==> config.mk <==
export PLATFORM = sky130hd
export DESIGN_NAME = multi_window_loud_sound_detector_top_flat
export DESIGN_NICKNAME = d
export VERILOG_FILES = /design/src/hdl/mwlsd_pkg.sv /design/src/hdl/mwlsd_if.sv /design/src/hdl/mwlsd_csr.sv /design/src/hdl/mwlsd_window.sv /design/src/hdl/multi_window_loud_sound_detector_top.sv /design/src/flat_wrapper.sv
export SDC_FILE = /design/constraint.sdc
export NUM_CORES = 1
export LEC_CHECK = 0
export BUFFER_PORTS_ARGS = -buffer_cell sky130_fd_sc_hd__buf_2
export CORE_UTILIZATION = 45
export DETAILED_ROUTE_END_ITERATION = 10
export PLACE_DENSITY = 0.72
export SLEW_MARGIN = 20
export SYNTH_ARGS = -nofsm -noshare
export SYNTH_HDL_FRONTEND = slang
export SYNTH_HIERARCHICAL = 1
export SYNTH_SLANG_ARGS = --single-unit
==> constraint.sdc <==
create_clock -name clock -period 7.3 [get_ports clock]
set_input_delay 0.365 -clock clock [delete_from_list [all_inputs] [get_ports clock]]
set_output_delay 0.365 -clock clock [all_outputs]
set_load 0.005 [all_outputs]
==> src/hdl/mwlsd_pkg.sv <==
// shared types and constants of the multi-window loud sound detector
package mwlsd_pkg;

   localparam int NUM_WINDOWS   = 4;
   localparam int LEVEL_BITS    = 23;
   localparam int SECOND_BITS   = 16;
   localparam int BASELINE_BITS = 12;
   localparam int ADDR_BITS     = 5;
   localparam int DATA_BITS     = 32;

   localparam logic [LEVEL_BITS-1:0]    LEVEL_MAX      = {LEVEL_BITS{1'b1}};
   localparam logic [BASELINE_BITS-1:0] BASELINE_RESET = 12'd1749;
   localparam logic [LEVEL_BITS-1:0]    TH_W32_RESET   = 23'd940;
   localparam logic [LEVEL_BITS-1:0]    TH_W128_RESET  = 23'd3100;
   localparam logic [LEVEL_BITS-1:0]    TH_W512_RESET  = 23'd11550;
   localparam logic [LEVEL_BITS-1:0]    TH_W2048_RESET = 23'd43000;

   // register index, taken from paddr word address
   typedef enum logic [2:0] {
      REG_BASELINE     = 3'd0,
      REG_THRESHOLD_W0 = 3'd1,
      REG_THRESHOLD_W1 = 3'd2,
      REG_THRESHOLD_W2 = 3'd3,
      REG_THRESHOLD_W3 = 3'd4
   } csr_reg_type;

   // firing window code
   typedef enum logic [1:0] {
      WIN_SHORT   = 2'd0,
      WIN_MID     = 2'd1,
      WIN_LONG    = 2'd2,
      WIN_LONGEST = 2'd3
   } win_type;

   typedef struct packed {
      logic [BASELINE_BITS-1:0]                 baseline;
      logic [NUM_WINDOWS-1:0][LEVEL_BITS-1:0]   threshold;
   } cfg_type;

endpackage

==> src/hdl/mwlsd_if.sv <==
// handshake channels for sample/tick items and detector results
interface mwlsd_req_if #(
   parameter int SAMPLE_BITS = 12
);
   logic                   valid;
   logic                   ready;
   logic                   kind;
   logic [SAMPLE_BITS-1:0] sample;

   modport source (output valid, output kind, output sample, input ready);
   modport sink   (input valid, input kind, input sample, output ready);
endinterface

interface mwlsd_rsp_if;
   logic                                 valid;
   logic                                 ready;
   logic                                 loud;
   logic [1:0]                           window;
   logic [mwlsd_pkg::SECOND_BITS-1:0]    event_second;
   logic [mwlsd_pkg::LEVEL_BITS-1:0]     level;

   modport source (output valid, output loud, output window, output event_second,
                   output level, input ready);
   modport sink   (input valid, input loud, input window, input event_second,
                   input level, output ready);
endinterface

==> src/hdl/mwlsd_csr.sv <==
// apb register file: baseline and per-window thresholds
module mwlsd_csr (
   input  logic                                 clock,
   input  logic                                 reset,
   input  logic                                 psel,
   input  logic                                 penable,
   input  logic                                 pwrite,
   input  logic [mwlsd_pkg::ADDR_BITS-1:0]      paddr,
   input  logic [mwlsd_pkg::DATA_BITS-1:0]      pwdata,
   output logic [mwlsd_pkg::DATA_BITS-1:0]      prdata,
   output logic                                 pready,
   output mwlsd_pkg::cfg_type                   cfg
);

   mwlsd_pkg::cfg_type     cfg_ff;
   mwlsd_pkg::cfg_type     cfg_in;
   mwlsd_pkg::csr_reg_type reg_sel;
   logic                   wr_en;

   assign reg_sel = mwlsd_pkg::csr_reg_type'(paddr[4:2]);
   assign wr_en   = psel && penable && pwrite;
   assign pready  = 1'b1;
   assign cfg     = cfg_ff;

   always_comb begin
      cfg_in = cfg_ff;
      if (wr_en) begin
         case (reg_sel)
            mwlsd_pkg::REG_BASELINE:
               cfg_in.baseline = pwdata[mwlsd_pkg::BASELINE_BITS-1:0];
            mwlsd_pkg::REG_THRESHOLD_W0:
               cfg_in.threshold[0] = pwdata[mwlsd_pkg::LEVEL_BITS-1:0];
            mwlsd_pkg::REG_THRESHOLD_W1:
               cfg_in.threshold[1] = pwdata[mwlsd_pkg::LEVEL_BITS-1:0];
            mwlsd_pkg::REG_THRESHOLD_W2:
               cfg_in.threshold[2] = pwdata[mwlsd_pkg::LEVEL_BITS-1:0];
            mwlsd_pkg::REG_THRESHOLD_W3:
               cfg_in.threshold[3] = pwdata[mwlsd_pkg::LEVEL_BITS-1:0];
            default: ;
         endcase
      end
   end

   always_comb begin
      case (reg_sel)
         mwlsd_pkg::REG_BASELINE:
            prdata = mwlsd_pkg::DATA_BITS'(cfg_ff.baseline);
         mwlsd_pkg::REG_THRESHOLD_W0:
            prdata = mwlsd_pkg::DATA_BITS'(cfg_ff.threshold[0]);
         mwlsd_pkg::REG_THRESHOLD_W1:
            prdata = mwlsd_pkg::DATA_BITS'(cfg_ff.threshold[1]);
         mwlsd_pkg::REG_THRESHOLD_W2:
            prdata = mwlsd_pkg::DATA_BITS'(cfg_ff.threshold[2]);
         mwlsd_pkg::REG_THRESHOLD_W3:
            prdata = mwlsd_pkg::DATA_BITS'(cfg_ff.threshold[3]);
         default:
            prdata = '0;
      endcase
   end

   always_ff @(posedge clock) begin
      if (reset) begin
         cfg_ff.baseline     <= mwlsd_pkg::BASELINE_RESET;
         cfg_ff.threshold[0] <= mwlsd_pkg::TH_W32_RESET;
         cfg_ff.threshold[1] <= mwlsd_pkg::TH_W128_RESET;
         cfg_ff.threshold[2] <= mwlsd_pkg::TH_W512_RESET;
         cfg_ff.threshold[3] <= mwlsd_pkg::TH_W2048_RESET;
      end else begin
         cfg_ff <= cfg_in;
      end
   end

endmodule

==> src/hdl/mwlsd_window.sv <==
// one block-sum accumulator with its window position counter and threshold compare
module mwlsd_window #(
   parameter int WIN_LEN  = 32,
   parameter int DEV_BITS = 12
) (
   input  logic                              clock,
   input  logic                              reset,
   input  logic                              step,
   input  logic                              restart,
   input  logic [DEV_BITS-1:0]               dev,
   input  logic [mwlsd_pkg::LEVEL_BITS-1:0]  threshold,
   output logic                              done,
   output logic                              over,
   output logic [mwlsd_pkg::LEVEL_BITS-1:0]  level
);

   localparam int CNT_BITS = (WIN_LEN > 1) ? $clog2(WIN_LEN) : 1;
   localparam int SUM_RAW  = CNT_BITS + DEV_BITS;
   localparam int SUM_BITS = (SUM_RAW < mwlsd_pkg::LEVEL_BITS) ? SUM_RAW
                                                                : mwlsd_pkg::LEVEL_BITS;
   localparam int ACC_BITS = mwlsd_pkg::LEVEL_BITS + 1;

   logic [CNT_BITS-1:0] cnt_ff, cnt_in;
   logic [SUM_BITS-1:0] sum_ff, sum_in;
   logic [ACC_BITS-1:0] acc;

   assign done = (cnt_ff == CNT_BITS'(WIN_LEN - 1));
   assign acc  = ACC_BITS'(sum_ff) + ACC_BITS'(dev);

   // saturate at the level field limit
   assign level = (acc > ACC_BITS'(mwlsd_pkg::LEVEL_MAX)) ? mwlsd_pkg::LEVEL_MAX
                                                          : acc[mwlsd_pkg::LEVEL_BITS-1:0];
   assign over  = (level > threshold);

   always_comb begin
      cnt_in = cnt_ff;
      sum_in = sum_ff;
      if (step) begin
         if (done || restart) begin
            cnt_in = '0;
            sum_in = '0;
         end else begin
            cnt_in = cnt_ff + CNT_BITS'(1);
            sum_in = level[SUM_BITS-1:0];
         end
      end
   end

   always_ff @(posedge clock) begin
      if (reset) begin
         cnt_ff <= '0;
         sum_ff <= '0;
      end else begin
         cnt_ff <= cnt_in;
         sum_ff <= sum_in;
      end
   end

endmodule

==> src/hdl/multi_window_loud_sound_detector_top.sv <==
// Multi-window loud sound detector. Each sample item gives exactly one result item and each
// one-second tick gives none. One item is accepted per clock cycle unless a sample is held
// in the input register. An item waits in the input register; a sample is worked in one pass
// through the four window accumulators and the winner select, and its result is registered.
// A sample waits in the input register only while the result register holds an untaken
// result; ticks pass through regardless. Configuration is read and written over the APB port.
module multi_window_loud_sound_detector_top #(
   parameter int SHORT_WINDOW   = 32,
   parameter int MID_WINDOW     = 128,
   parameter int LONG_WINDOW    = 512,
   parameter int LONGEST_WINDOW = 2048,
   parameter int SAMPLE_BITS    = 12
) (
   input  logic                              clock,
   input  logic                              reset,
   mwlsd_req_if.sink                         req_ch,
   mwlsd_rsp_if.source                       rsp_ch,
   input  logic                              psel,
   input  logic                              penable,
   input  logic                              pwrite,
   input  logic [mwlsd_pkg::ADDR_BITS-1:0]   paddr,
   input  logic [mwlsd_pkg::DATA_BITS-1:0]   pwdata,
   output logic [mwlsd_pkg::DATA_BITS-1:0]   prdata,
   output logic                              pready
);

   localparam int DEV_BITS = (SAMPLE_BITS > mwlsd_pkg::BASELINE_BITS) ? SAMPLE_BITS
                                                                      : mwlsd_pkg::BASELINE_BITS;
   localparam int NW = mwlsd_pkg::NUM_WINDOWS;
   localparam int WIN_LENS [NW] = '{SHORT_WINDOW, MID_WINDOW, LONG_WINDOW, LONGEST_WINDOW};

   mwlsd_pkg::cfg_type cfg;

   // input register
   logic                   in_valid_ff, in_valid_in;
   logic                   in_kind_ff,  in_kind_in;
   logic [SAMPLE_BITS-1:0] in_sample_ff, in_sample_in;

   // result register
   logic                                 rsp_valid_ff, rsp_valid_in;
   logic                                 rsp_loud_ff, rsp_loud_in;
   mwlsd_pkg::win_type                   rsp_window_ff, rsp_window_in;
   logic [mwlsd_pkg::SECOND_BITS-1:0]    rsp_second_ff, rsp_second_in;
   logic [mwlsd_pkg::LEVEL_BITS-1:0]     rsp_level_ff, rsp_level_in;

   logic [mwlsd_pkg::SECOND_BITS-1:0]    seconds_ff, seconds_in;
   logic [mwlsd_pkg::SECOND_BITS-1:0]    last_event_ff, last_event_in;

   logic                                 advance;
   logic                                 step;
   logic                                 tick;
   logic [DEV_BITS-1:0]                  smp_ext, base_ext, dev;
   logic [NW-1:0]                        win_done, win_over, win_hit;
   logic [NW-1:0][mwlsd_pkg::LEVEL_BITS-1:0] win_level;
   logic                                 any_hit;
   logic                                 fire;
   mwlsd_pkg::win_type                   sel_win;
   logic [mwlsd_pkg::LEVEL_BITS-1:0]     sel_level;

   mwlsd_csr u_csr (
      .clock   (clock),
      .reset   (reset),
      .psel    (psel),
      .penable (penable),
      .pwrite  (pwrite),
      .paddr   (paddr),
      .pwdata  (pwdata),
      .prdata  (prdata),
      .pready  (pready),
      .cfg     (cfg)
   );

   // a sample moves on only when the result register can take its result
   assign advance = in_valid_ff && (in_kind_ff || !rsp_valid_ff || rsp_ch.ready);
   assign step    = advance && !in_kind_ff;
   assign tick    = advance && in_kind_ff;
   assign req_ch.ready = !in_valid_ff || advance;

   always_comb begin
      in_valid_in  = in_valid_ff;
      in_kind_in   = in_kind_ff;
      in_sample_in = in_sample_ff;
      if (req_ch.valid && req_ch.ready) begin
         in_valid_in  = 1'b1;
         in_kind_in   = req_ch.kind;
         in_sample_in = req_ch.sample;
      end else if (advance) begin
         in_valid_in  = 1'b0;
      end
   end

   assign smp_ext  = DEV_BITS'(in_sample_ff);
   assign base_ext = DEV_BITS'(cfg.baseline);
   assign dev      = (smp_ext > base_ext) ? (smp_ext - base_ext) : (base_ext - smp_ext);

   for (genvar g = 0; g < NW; g++) begin : g_win
      mwlsd_window #(
         .WIN_LEN  (WIN_LENS[g]),
         .DEV_BITS (DEV_BITS)
      ) u_win (
         .clock     (clock),
         .reset     (reset),
         .step      (step),
         .restart   (win_done[NW-1]),
         .dev       (dev),
         .threshold (cfg.threshold[g]),
         .done      (win_done[g]),
         .over      (win_over[g]),
         .level     (win_level[g])
      );
   end

   assign win_hit = win_done & win_over;
   assign any_hit = |win_hit;

   // shortest completing window over threshold wins
   always_comb begin
      sel_win   = mwlsd_pkg::WIN_SHORT;
      sel_level = win_level[0];
      for (int k = NW - 1; k >= 0; k--) begin
         if (win_hit[k]) begin
            sel_win   = mwlsd_pkg::win_type'(k[1:0]);
            sel_level = win_level[k];
         end
      end
   end

   assign fire = any_hit && (seconds_ff != last_event_ff);

   always_comb begin
      rsp_valid_in  = rsp_valid_ff && !rsp_ch.ready;
      rsp_loud_in   = rsp_loud_ff;
      rsp_window_in = rsp_window_ff;
      rsp_second_in = rsp_second_ff;
      rsp_level_in  = rsp_level_ff;
      last_event_in = last_event_ff;
      seconds_in    = seconds_ff;
      if (tick) begin
         seconds_in = seconds_ff + mwlsd_pkg::SECOND_BITS'(1);
      end
      if (step) begin
         rsp_valid_in = 1'b1;
         if (fire) begin
            rsp_loud_in   = 1'b1;
            rsp_window_in = sel_win;
            rsp_second_in = seconds_ff;
            rsp_level_in  = sel_level;
            last_event_in = seconds_ff;
         end else begin
            rsp_loud_in   = 1'b0;
            rsp_window_in = mwlsd_pkg::WIN_SHORT;
            rsp_second_in = '0;
            rsp_level_in  = '0;
         end
      end
   end

   always_ff @(posedge clock) begin
      if (reset) begin
         in_valid_ff   <= 1'b0;
         rsp_valid_ff  <= 1'b0;
         seconds_ff    <= '0;
         last_event_ff <= '0;
      end else begin
         in_valid_ff   <= in_valid_in;
         rsp_valid_ff  <= rsp_valid_in;
         seconds_ff    <= seconds_in;
         last_event_ff <= last_event_in;
      end
   end

   always_ff @(posedge clock) begin
      in_kind_ff    <= in_kind_in;
      in_sample_ff  <= in_sample_in;
      rsp_loud_ff   <= rsp_loud_in;
      rsp_window_ff <= rsp_window_in;
      rsp_second_ff <= rsp_second_in;
      rsp_level_ff  <= rsp_level_in;
   end

   assign rsp_ch.valid        = rsp_valid_ff;
   assign rsp_ch.loud         = rsp_loud_ff;
   assign rsp_ch.window       = rsp_window_ff;
   assign rsp_ch.event_second = rsp_second_ff;
   assign rsp_ch.level        = rsp_level_ff;

   // a reported event is always the latest recorded event second
   a_loud_matches_last: assert property (@(posedge clock) disable iff (reset)
      rsp_valid_ff && rsp_loud_ff |-> rsp_second_ff == last_event_ff)
      else $error("reported event second differs from recorded last event");

   // quiet results carry an all-zero payload
   a_quiet_zero: assert property (@(posedge clock) disable iff (reset)
      rsp_valid_ff && !rsp_loud_ff |->
         rsp_window_ff == mwlsd_pkg::WIN_SHORT && rsp_second_ff == '0 && rsp_level_ff == '0)
      else $error("quiet result with nonzero payload");

   // a firing sample records its second as the last event and gives a loud result
   a_fire_new_second: assert property (@(posedge clock) disable iff (reset)
      step && fire |=> last_event_ff == $past(seconds_ff) && rsp_valid_ff && rsp_loud_ff)
      else $error("event did not record its second");

   // a loud level lies above the firing window threshold, so it is never zero
   a_loud_level: assert property (@(posedge clock) disable iff (reset)
      rsp_valid_ff && rsp_loud_ff |-> rsp_level_ff != '0)
      else $error("loud result with zero level");

endmodule
==> src/flat_wrapper.sv <==
// flat-port wrapper written by rule: the top's interface ports become plain ports
module multi_window_loud_sound_detector_top_flat 
#(
   parameter int SHORT_WINDOW   = 32,
   parameter int MID_WINDOW     = 128,
   parameter int LONG_WINDOW    = 512,
   parameter int LONGEST_WINDOW = 2048,
   parameter int SAMPLE_BITS    = 12
)
  (clock, reset, psel, penable, pwrite, paddr, pwdata, prdata, pready, req_ch_valid, req_ch_kind, req_ch_sample, req_ch_ready, rsp_ch_valid, rsp_ch_loud, rsp_ch_window, rsp_ch_event_second, rsp_ch_level, rsp_ch_ready);
  mwlsd_req_if #(.SAMPLE_BITS(SAMPLE_BITS)) req_ch_i ();
  mwlsd_rsp_if rsp_ch_i ();
  input  logic clock;
  input  logic reset;
  input  logic psel;
  input  logic penable;
  input  logic pwrite;
  input  logic [mwlsd_pkg::ADDR_BITS-1:0] paddr;
  input  logic [mwlsd_pkg::DATA_BITS-1:0] pwdata;
  output logic [mwlsd_pkg::DATA_BITS-1:0] prdata;
  output logic pready;
  input wire logic [$bits(req_ch_i.valid)-1:0] req_ch_valid;
  input wire logic [$bits(req_ch_i.kind)-1:0] req_ch_kind;
  input wire logic [$bits(req_ch_i.sample)-1:0] req_ch_sample;
  output wire logic [$bits(req_ch_i.ready)-1:0] req_ch_ready;
  output wire logic [$bits(rsp_ch_i.valid)-1:0] rsp_ch_valid;
  output wire logic [$bits(rsp_ch_i.loud)-1:0] rsp_ch_loud;
  output wire logic [$bits(rsp_ch_i.window)-1:0] rsp_ch_window;
  output wire logic [$bits(rsp_ch_i.event_second)-1:0] rsp_ch_event_second;
  output wire logic [$bits(rsp_ch_i.level)-1:0] rsp_ch_level;
  input wire logic [$bits(rsp_ch_i.ready)-1:0] rsp_ch_ready;
  assign req_ch_i.valid = req_ch_valid;
  assign req_ch_i.kind = req_ch_kind;
  assign req_ch_i.sample = req_ch_sample;
  assign req_ch_ready = req_ch_i.ready;
  assign rsp_ch_valid = rsp_ch_i.valid;
  assign rsp_ch_loud = rsp_ch_i.loud;
  assign rsp_ch_window = rsp_ch_i.window;
  assign rsp_ch_event_second = rsp_ch_i.event_second;
  assign rsp_ch_level = rsp_ch_i.level;
  assign rsp_ch_i.ready = rsp_ch_ready;
  multi_window_loud_sound_detector_top #(.SHORT_WINDOW(SHORT_WINDOW), .MID_WINDOW(MID_WINDOW), .LONG_WINDOW(LONG_WINDOW), .LONGEST_WINDOW(LONGEST_WINDOW), .SAMPLE_BITS(SAMPLE_BITS)) u_core (.clock(clock), .reset(reset), .req_ch(req_ch_i), .rsp_ch(rsp_ch_i), .psel(psel), .penable(penable), .pwrite(pwrite), .paddr(paddr), .pwdata(pwdata), .prdata(prdata), .pready(pready));
endmodule
# [After elaboration in Yosys (flattened, before gate mapping)]
# Index checks and enable logic that the tools add are counted.
[totals] register_bits=305 output_inout_bits=77 in_bits=57 wordCells=109
[op_classes] order_cmp=9 eq_ne=9 bitwise_logic=2 n_addsub=11 mux=25 n_reduce_logical=29
[op_table] cell="23-bit 2-to-1 mux" count=9
[op_table] cell="23-bit one-hot mux with 5 select lines" count=1
[op_table] cell="23-bit greater-than comparator" count=4
[op_table] cell="23-bit by 12-bit adder with 24-bit output" count=1
[op_table] cell="24-bit by 23-bit greater-than comparator with 1-bit output, second input constant" count=1
[op_table] cell="12-bit subtractor" count=2
[op_table] cell="18-bit by 23-bit greater-than comparator with 1-bit output, second input constant" count=1
[op_table] cell="20-bit by 23-bit greater-than comparator with 1-bit output, second input constant" count=1
[op_table] cell="22-bit by 23-bit greater-than comparator with 1-bit output, second input constant" count=1
[op_table] cell="21-bit by 12-bit adder with 22-bit output" count=1
[op_table] cell="21-bit 2-to-1 mux" count=1
[op_table] cell="19-bit by 12-bit adder with 20-bit output" count=1
[op_table] cell="19-bit 2-to-1 mux" count=1
[op_table] cell="17-bit by 12-bit adder with 18-bit output" count=1
[op_table] cell="17-bit 2-to-1 mux" count=1
[op_table] cell="16-bit by 1-bit adder with 16-bit output, second input constant" count=1
[op_table] cell="16-bit inequality test" count=1
[op_table] cell="12-bit greater-than comparator" count=1
[op_table] cell="12-bit 2-to-1 mux" count=1
[op_table] cell="2-bit AND reduction" count=6
[op_table] cell="11-bit by 1-bit adder with 11-bit output, second input constant" count=1
[op_table] cell="11-bit == test, second input constant" count=1
[op_table] cell="11-bit 2-to-1 mux" count=1
[op_table] cell="9-bit by 1-bit adder with 9-bit output, second input constant" count=1
[op_table] cell="other kinds (23)" count=44

# [Depth between registers and ports, before layout]
# Gate-level depths: netlist of run 1.
[logic_depth] depth_word=11 depth_mapped=32 mapped_depth_nobuf=29

# [By module]
# Netlist of run 1, hierarchy kept.
[by_module_without_submodules] module="multi_window_loud_sound_detector_top" area_per_inst_um2=5172.5 n_inst=1 seq_area_each_um2=2332.2 cells_per_inst=516
[by_module_without_submodules] module="mwlsd_csr" area_per_inst_um2=5017.3 n_inst=1 seq_area_each_um2=2082.0 cells_per_inst=521
[by_module_without_submodules] module="mwlsd_window at u_core.g_win[3].u_win" area_per_inst_um2=3061.7 n_inst=1 seq_area_each_um2=680.7 cells_per_inst=383
[by_module_without_submodules] module="mwlsd_window at u_core.g_win[2].u_win" area_per_inst_um2=2563.7 n_inst=1 seq_area_each_um2=600.6 cells_per_inst=315
[by_module_without_submodules] module="mwlsd_window at u_core.g_win[1].u_win" area_per_inst_um2=2316.0 n_inst=1 seq_area_each_um2=520.5 cells_per_inst=296
[by_module_without_submodules] module="mwlsd_window at u_core.g_win[0].u_win" area_per_inst_um2=2025.7 n_inst=1 seq_area_each_um2=440.4 cells_per_inst=244

# [Worst setup path before layout of run 1]
# OpenSTA, ideal clock, no wires.
[synth_path] path_type="register to register" startpoint="register u_core.in_sample_ff[0]" endpoint="register u_core/last_event_ff[10] (netlist bit)" setup_time_ns=0.128 n_path_buf=3 period_less_slack_ns=6.433 t_required_ns=7.172 path_stages_with_launch=32 t_arrival_ns=6.305 setup_slack_ns=0.867 cell_sequence="edfxtp_1 > inv_1 > ha_1 > fa_1 > nor2b_1 > o31a_1 > o211ai_2 > a21boi_2 > buf_6 > mux2i_1 > inv_1 > fa_1 > nand2b_1 > a21oi_2 > a2111oi_1 > o311a_1 > buf_6 > or3_4 > xnor2_1 > ha_1 > nand2_1 > nor2_1 > nand3_1 > nor3_1 > o21ai_0 > a21oi_1 > nand2_1 > nand4_1 > nand3_4 > buf_12 > mux2i_1 > nor2_1"
[synth_rtl] item="start: declaration" line="multi_window_loud_sound_detector_top.sv:37" rtl="logic [SAMPLE_BITS-1:0] in_sample_ff, in_sample_in;"
[synth_rtl] item="start signal: assignment" line="multi_window_loud_sound_detector_top.sv:174" rtl="in_sample_ff <= in_sample_in;"
[synth_rtl] item="end signal: assignment" line="multi_window_loud_sound_detector_top.sv:168" rtl="last_event_ff <= last_event_in;"
[synth_rtl] item="end: declaration" line="multi_window_loud_sound_detector_top.sv:47" rtl="logic [mwlsd_pkg::SECOND_BITS-1:0] last_event_ff, last_event_in;"

==> flow_metrics.env, run 1 <==
export IMPL_yosys_area_top_type="dfxtp_1"
export IMPL_htree_levels=2
export IMPL_grt_pass1_vias=16600
export IMPL_yosysTopAreaCellShare=0.248
export IMPL_layout_drive_gt1_share=0.149
export IMPL_syn_area_sq_um=20200
export IMPL_die_height_um=214
export IMPL_synth_avg_cell_area_sq_um=8.86
export IMPL_worstSetupStartpointType="flip-flop"
export IMPL_synth_top_flop_cell="dfxtp_1"
export IMPL_dieArea_sq_um=45600
export IMPL_clk_pin_slew_worst_paths_ns=0.06
export IMPL_gp_congestion=1.00
export IMPL_synth_common_cells="dfxtp_1 (250), nor2_1 (226), ha_1 (161)"
export IMPL_final_hold_violation_count=0
export IMPL_slew_headroom=0.301
export IMPL_finalMaxSlewViolations=0
export IMPL_fmax_mhz=141
export IMPL_cpMostUsedCell="buf_4"
export IMPL_cp_arrival_ns=7.42
export IMPL_die_w_um=214
export IMPL_fin_cells=3023
export IMPL_grt_util_all_layers=0.262
export IMPL_rsz0062_at_grt="no"
export IMPL_min_path_type="input port to flip-flop"
export IMPL_fp_row_count=77
export IMPL_via_count=17700
export IMPL_postRouteAntennaNets=0
export IMPL_postLayoutCoreUtil=0.518
export IMPL_antenna_found_initial=2
export IMPL_grt_max_degree=119
export IMPL_setup_viol=0
export IMPL_drc_errors=0
export IMPL_firstDrtPassIters=5
export IMPL_synthTopCellsByArea="dfxtp_1 (25%), ha_1 (10%), edfxtp_1 (8.2%)"
export IMPL_critical_path_required_ns=7.65
export IMPL_period_share=0.969
export IMPL_synth_most_common_cell="dfxtp_1"
export IMPL_holdWs_ns=0.0494
export IMPL_clock_root_buffer="clkbuf_16"
export IMPL_start_util=0.456
export IMPL_path_max_fanout=11
export IMPL_power_density_nw_per_um2=200
export IMPL_critPathKind="flip-flop to flip-flop"
export IMPL_outcome="completed"
export IMPL_synth_cell_type_count=114
export IMPL_wl_per_cell_um=19.9
export IMPL_timing_final_ws_setup_ns=0.227
export IMPL_fin_crit_ns=7.07
export IMPL_synthArstFlopShare=0
export IMPL_fin_worst_skew_ns=0.0150
export IMPL_coreArea_sq_um=44200
export IMPL_cts_buffers=36
export IMPL_slowest_delay_ns=0.41
export IMPL_post_place_ws_ns=0.0304
export IMPL_area_growth_pct=13.6
export IMPL_gr_total_overflow=0
export IMPL_clockBufferDepth=3
export IMPL_synth_edf_count=55
export IMPL_yosysWarnings=6
export IMPL_cp_top_family="compound AO/OA/AOI/OAI gates"
export IMPL_whs_path_depth=3
export IMPL_tns_ns=0
export IMPL_nNetsFinal=2630
export IMPL_grt_pass1_wl_um=92800
export IMPL_max_slew_worst_pin_slew_ns=1.05
export IMPL_cts_tree="built"
export IMPL_ios=134
export IMPL_avgViaCountPerCell=5.85
export IMPL_critical_path_slowest_cell="fa_1"
export IMPL_ys_ff_latch=305
export IMPL_clock_latency_ns=0.55
export IMPL_ys_seq_area_frac=0.330
export IMPL_drt_wl_total_um=60300
export IMPL_ir_worst_vdd_mv=0.185
export IMPL_crit_path_end_kind="flip-flop"
export IMPL_p_leak_nw=10.4
export IMPL_drv_cap=0
export IMPL_reg2reg_depth=34
export IMPL_crit_cells=34
export IMPL_first_iter_violations=1618
export IMPL_post_place_cells=2939
export IMPL_syn_inst=2275
export IMPL_path_buf_inv=7
export IMPL_place_hpwl_um=45200
export IMPL_numClockSinks=305
export IMPL_port_buffers=112
==> final cells by class <==
cell class                 instances  area (sq um)
timing repair buffer             214          1420
clock buffer                      50          1030
inverter                         138           518
fill                            4000         21300
sequential                       305          6660
antenna                            1          2.50
clock inverter                    12           118
tap                              592           741
multi-input combinational       1711         12400
==> per-stage QoR <==
step | area [sq um] | power [mW]
2_1_floorplan | 20200 | 2.43
3_3_place_gp | 21400 | 2.73
3_5_place_dp | 21400 | 2.76
4_1_cts | 22700 | 4.55
5_1_grt | 22900 | 4.74
6_report | 22900 | 4.57
==> routing by layer <==
layer / GRT usage / part of all wire
met5: 0 / 0
met1: 0.338 / 0.43
met4: 0.124 / 0.049
met3: 0.0432 / 0.071
met2: 0.427 / 0.45
==> repair_timing <==
action | 4_1_cts | 5_1_grt
resized for setup | 1 | 37
hold buffers | 13 | 0
cloned | 0 | 1
setup endpoints to repair | 15 | 58
pin swaps | 0 | 8
endpoints found under the hold margin | 13 | 0
setup buffers | 0 | 7
==> final timing paths <==
path / from / to / slack [ns]
worst max-delay path: u_core/in_sample_ff[0] / u_core/rsp_ch.level[14] / 0.23
worst min-delay path: req_ch_valid / u_core/in_valid_ff / 0.05
worst max register to register: u_core/in_sample_ff[0] / u_core/rsp_ch.level[14] / 0.23
worst min register to register: u_core/g_win[3].u_win/sum_ff[0] / u_core/g_win[3].u_win/sum_ff[0] / 0.46
==> sequential cells by signal (all words and copies together), names as in the netlist, 2 cells and up <==
register and count:
u_core/u_csr/cfg 104, u_core/g_win.u_win/sum_ff 80, u_core/g_win.u_win/cnt_ff 32, u_core/rsp_ch.level 23, u_core/last_event_ff 16, u_core/rsp_ch.event_second 16, u_core/seconds_ff 16, u_core/in_sample_ff 12
u_core/rsp_ch.window 2
==> report_power, final <==
group | internal (mW) | total, mW | leakage, nW | switching, mW
clock network | 1.06 | 1.79 | 0.566 | 0.730
logic | 0.378 | 1.02 | 7.25 | 0.640
registers | 1.74 | 1.76 | 2.61 | 0.0212
==> worst register-to-register path: cells and delay by family, from the launching register on <==
family          cells  cell delay [ns]
simple gates        7             1.17
mux                 1             0.22
buf+inv             7             1.10
fa+ha+maj           4             1.17
flops               1             0.35
compound gates     14             2.71
xor+xnor            1             0.16
==> cell families (layout without fill, tap and decap cells) <==
group,after synthesis,after routing,synth area share
flip-flops,305,305,0.330
adder cells (fa/ha/maj),167,167,0.106
other,5,20,0.000931
buffers and inverters,273,414,0.0657
AND/OR/NAND/NOR,698,698,0.185
XOR/XNOR,114,114,0.0495
multiplexers,145,145,0.0732
AO/OA/AOI/OAI,568,568,0.190
==> placed cells by master, fill, tap and decap left out, types with 47 or more instances in the layout <==
master,netlist,routed
a21oi_1,122,117
a22oi_1,79,78
buf_2,25,112
buf_4,28,82
dfxtp_1,250,250
edfxtp_1,55,55
ha_1,161,161
inv_1,138,138
mux2i_1,129,127
nand2_1,107,104
nand2b_1,95,95
nor2_1,226,225
nor2b_1,48,47
o21ai_0,108,104
xor2_1,64,62
Note: power is estimated with default switching activity, not from simulation.
==> run 2: changes to the inputs <==
--- a/config.mk
+++ b/config.mk
@@ -6,9 +6,9 @@
 export NUM_CORES = 1
 export LEC_CHECK = 0
 export BUFFER_PORTS_ARGS = -buffer_cell sky130_fd_sc_hd__buf_2
-export CORE_UTILIZATION = 45
+export CORE_UTILIZATION = 55
 export DETAILED_ROUTE_END_ITERATION = 10
-export PLACE_DENSITY = 0.72
+export PLACE_DENSITY = 0.83
 export SLEW_MARGIN = 20
 export SYNTH_ARGS = -nofsm -noshare
 export SYNTH_HDL_FRONTEND = slang
==> run 2 against run 1 <==
The run now ends with design-rule violations left; die area down 18%; utilization up 11 points; cell count down 5.2%; clock power up 2%; clock skew up 0.0083 ns; combinational power about the same; critical path type unchanged; highest routed layer unchanged.
==> flow_metrics.env, run 2 (same netlist as run 1, synthesis figures left out) <==
export IMPL_dieArea_sq_um=37400
export IMPL_fin_crit_ns=7.04
export IMPL_clk_pin_slew_worst_paths_ns=0.06
export IMPL_drc_errors=1
export IMPL_largest_reg_flops=104
export IMPL_first_iter_violations=1862
export IMPL_avgViaCountPerCell=6.23
export IMPL_r2r_setup_slack_ns=0.26
export IMPL_hold_end="u_core/in_sample_ff[11]"
export IMPL_diodes=0
export IMPL_violations="design-rule violations"
export IMPL_ios=134
export IMPL_clock_latency_ns=0.54
export IMPL_nNetsFinal=2603
export IMPL_place_hpwl_um=44900
export IMPL_gr_total_overflow=0
export IMPL_cts_tree="built"
export IMPL_reg2reg_depth=30
export IMPL_final_hold_violation_count=0
export IMPL_rr_startpoint="u_core/in_sample_ff[0]"
export IMPL_tns_ns=0
export IMPL_fin_worst_skew_ns=0.0233
export IMPL_start_util=0.563
export IMPL_period_share=0.964
export IMPL_final_common_cell="dfxtp_1"
export IMPL_grt_pass1_wl_um=94300
export IMPL_power_density_nw_per_um2=204
export IMPL_outcome="finished, violations left"
export IMPL_holdWs_ns=0.0216
export IMPL_p_leak_nw=10.3
export IMPL_drv_cap=0
export IMPL_grt_max_degree=98
export IMPL_min_path_type="input port to flip-flop"
export IMPL_slew_headroom=0.307
export IMPL_postLayoutCoreUtil=0.627
export IMPL_drt_wl_total_um=60500
export IMPL_clock_root_buffer="clkbuf_16"
export IMPL_finalMaxSlewViolations=0
export IMPL_die_w_um=193
export IMPL_post_place_cells=2788
export IMPL_cp_arrival_ns=7.32
export IMPL_port_buffers=112
export IMPL_coreArea_sq_um=35800
export IMPL_critPathKind="flip-flop to flip-flop"
export IMPL_cp_top_family="compound AO/OA/AOI/OAI gates"
export IMPL_layout_drive_gt1_share=0.138
export IMPL_slowest_delay_ns=0.42
export IMPL_hold_start="req_ch_sample[11]"
export IMPL_path_buf_inv=5
export IMPL_fin_area_sq_um=22500
export IMPL_setup_viol=0
export IMPL_numClockSinks=305
export IMPL_crit_path_end_kind="flip-flop"
export IMPL_max_slew_worst_pin_slew_ns=1.04
export IMPL_postRouteAntennaNets=0
export IMPL_fp_row_count=69
export IMPL_grt_pass1_vias=17500
export IMPL_fin_cells=2866
export IMPL_via_count=17800
export IMPL_whs_path_depth=1
export IMPL_critical_path_required_ns=7.58
export IMPL_gp_congestion=1.00
export IMPL_cts_buffers=36
export IMPL_path_max_fanout=24
export IMPL_worstSetupStartpointType="flip-flop"
export IMPL_reg2reg_to="u_core/rsp_ch.level[9]"
export IMPL_fmax_mhz=142
export IMPL_layout_common_cells="dfxtp_1 (250), nor2_1 (225), ha_1 (161), inv_1 (138), mux2i_1 (129)"
export IMPL_ir_worst_vdd_mv=0.217
export IMPL_crit_path_start="u_core/in_sample_ff[0]"
export IMPL_clockBufferDepth=3
export IMPL_htree_levels=2
export IMPL_die_height_um=193
export IMPL_critical_path_slowest_cell="nor4_4"
export IMPL_grt_util_all_layers=0.319
export IMPL_area_growth_pct=11.5
export IMPL_wl_per_cell_um=21.1
export IMPL_dpl_cell_area_sq_um=21000
export IMPL_antenna_found_initial=0
export IMPL_firstDrtPassIters=9
==> run 2: final cells by class <==
type,instances,area (sq um)
Clock buffer,49,1030
Clock inverter,15,159
Fill cell,2893,13400
Inverter,138,518
Multi-Input combinational cell,1711,12300
Sequential cell,305,6660
Tap cell,461,577
Timing Repair Buffer,187,1190
==> run 2: per-layer routing <==
layer	track usage	vias to the layer above	wire length (um)
met4	0.207	0	4190
met1	0.388	8494	24200
li1	-	8341	-
met5	0	-	0
met3	0.0506	203	4590
met2	0.525	808	27500
==> run 2: worst max-delay path by stage <==
stage,end,slack (ns),depth (start not counted)
6_report,u_core/rsp_ch.level[9],0.26,30
5_1_grt,u_core/rsp_ch.level[17],-0.03,30
4_1_cts,u_core/last_event_ff[12],0.04,28
3_5_place_dp,u_core/rsp_ch.level[9],0.002,29
3_3_place_gp,u_core/rsp_ch.level[11],0.06,29
2_1_floorplan,u_core/last_event_ff[10],0.87,31
==> run 2: repair_timing <==
| item | in CTS | in global routing |
|---|---|---|
| hold endpoints to repair | 11 | 0 |
| pin swaps | 0 | 1 |
| hold buffers | 11 | 0 |
| gates resized for setup | 1 | 20 |
| buffers inserted | 0 | 3 |
| endpoints found under the setup margin | 14 | 58 |
==> run 2: where the power goes <==
part / internal [mW] / switching [mW]
registers: 1.74 / 0.0218
logic: 0.367 / 0.619
clock network: 1.10 / 0.730
total: 3.21 / 1.37
==> run 2: through the flow <==
stage | setup slack [ns] | power (mW)
finish | 0.259 | 4.58
global route | -0.0284 | 4.74
CTS | 0.0450 | 4.56
detailed placement | 0.00188 | 2.73
global placement | 0.0579 | 2.70
floorplan | 0.867 | 2.43
==> run 2: worst reg2reg max path: cells and delay by family, from the launching register on <==
family	cells	cell delay (ns)
AOI/OAI and AO/OA	11	2.37
xor gates and xnor gates	2	0.37
adders and majority gates	4	1.25
buffers and inverters	5	0.76
DFF	1	0.35
muxes	1	0.22
and+or+nand+nor	7	1.46
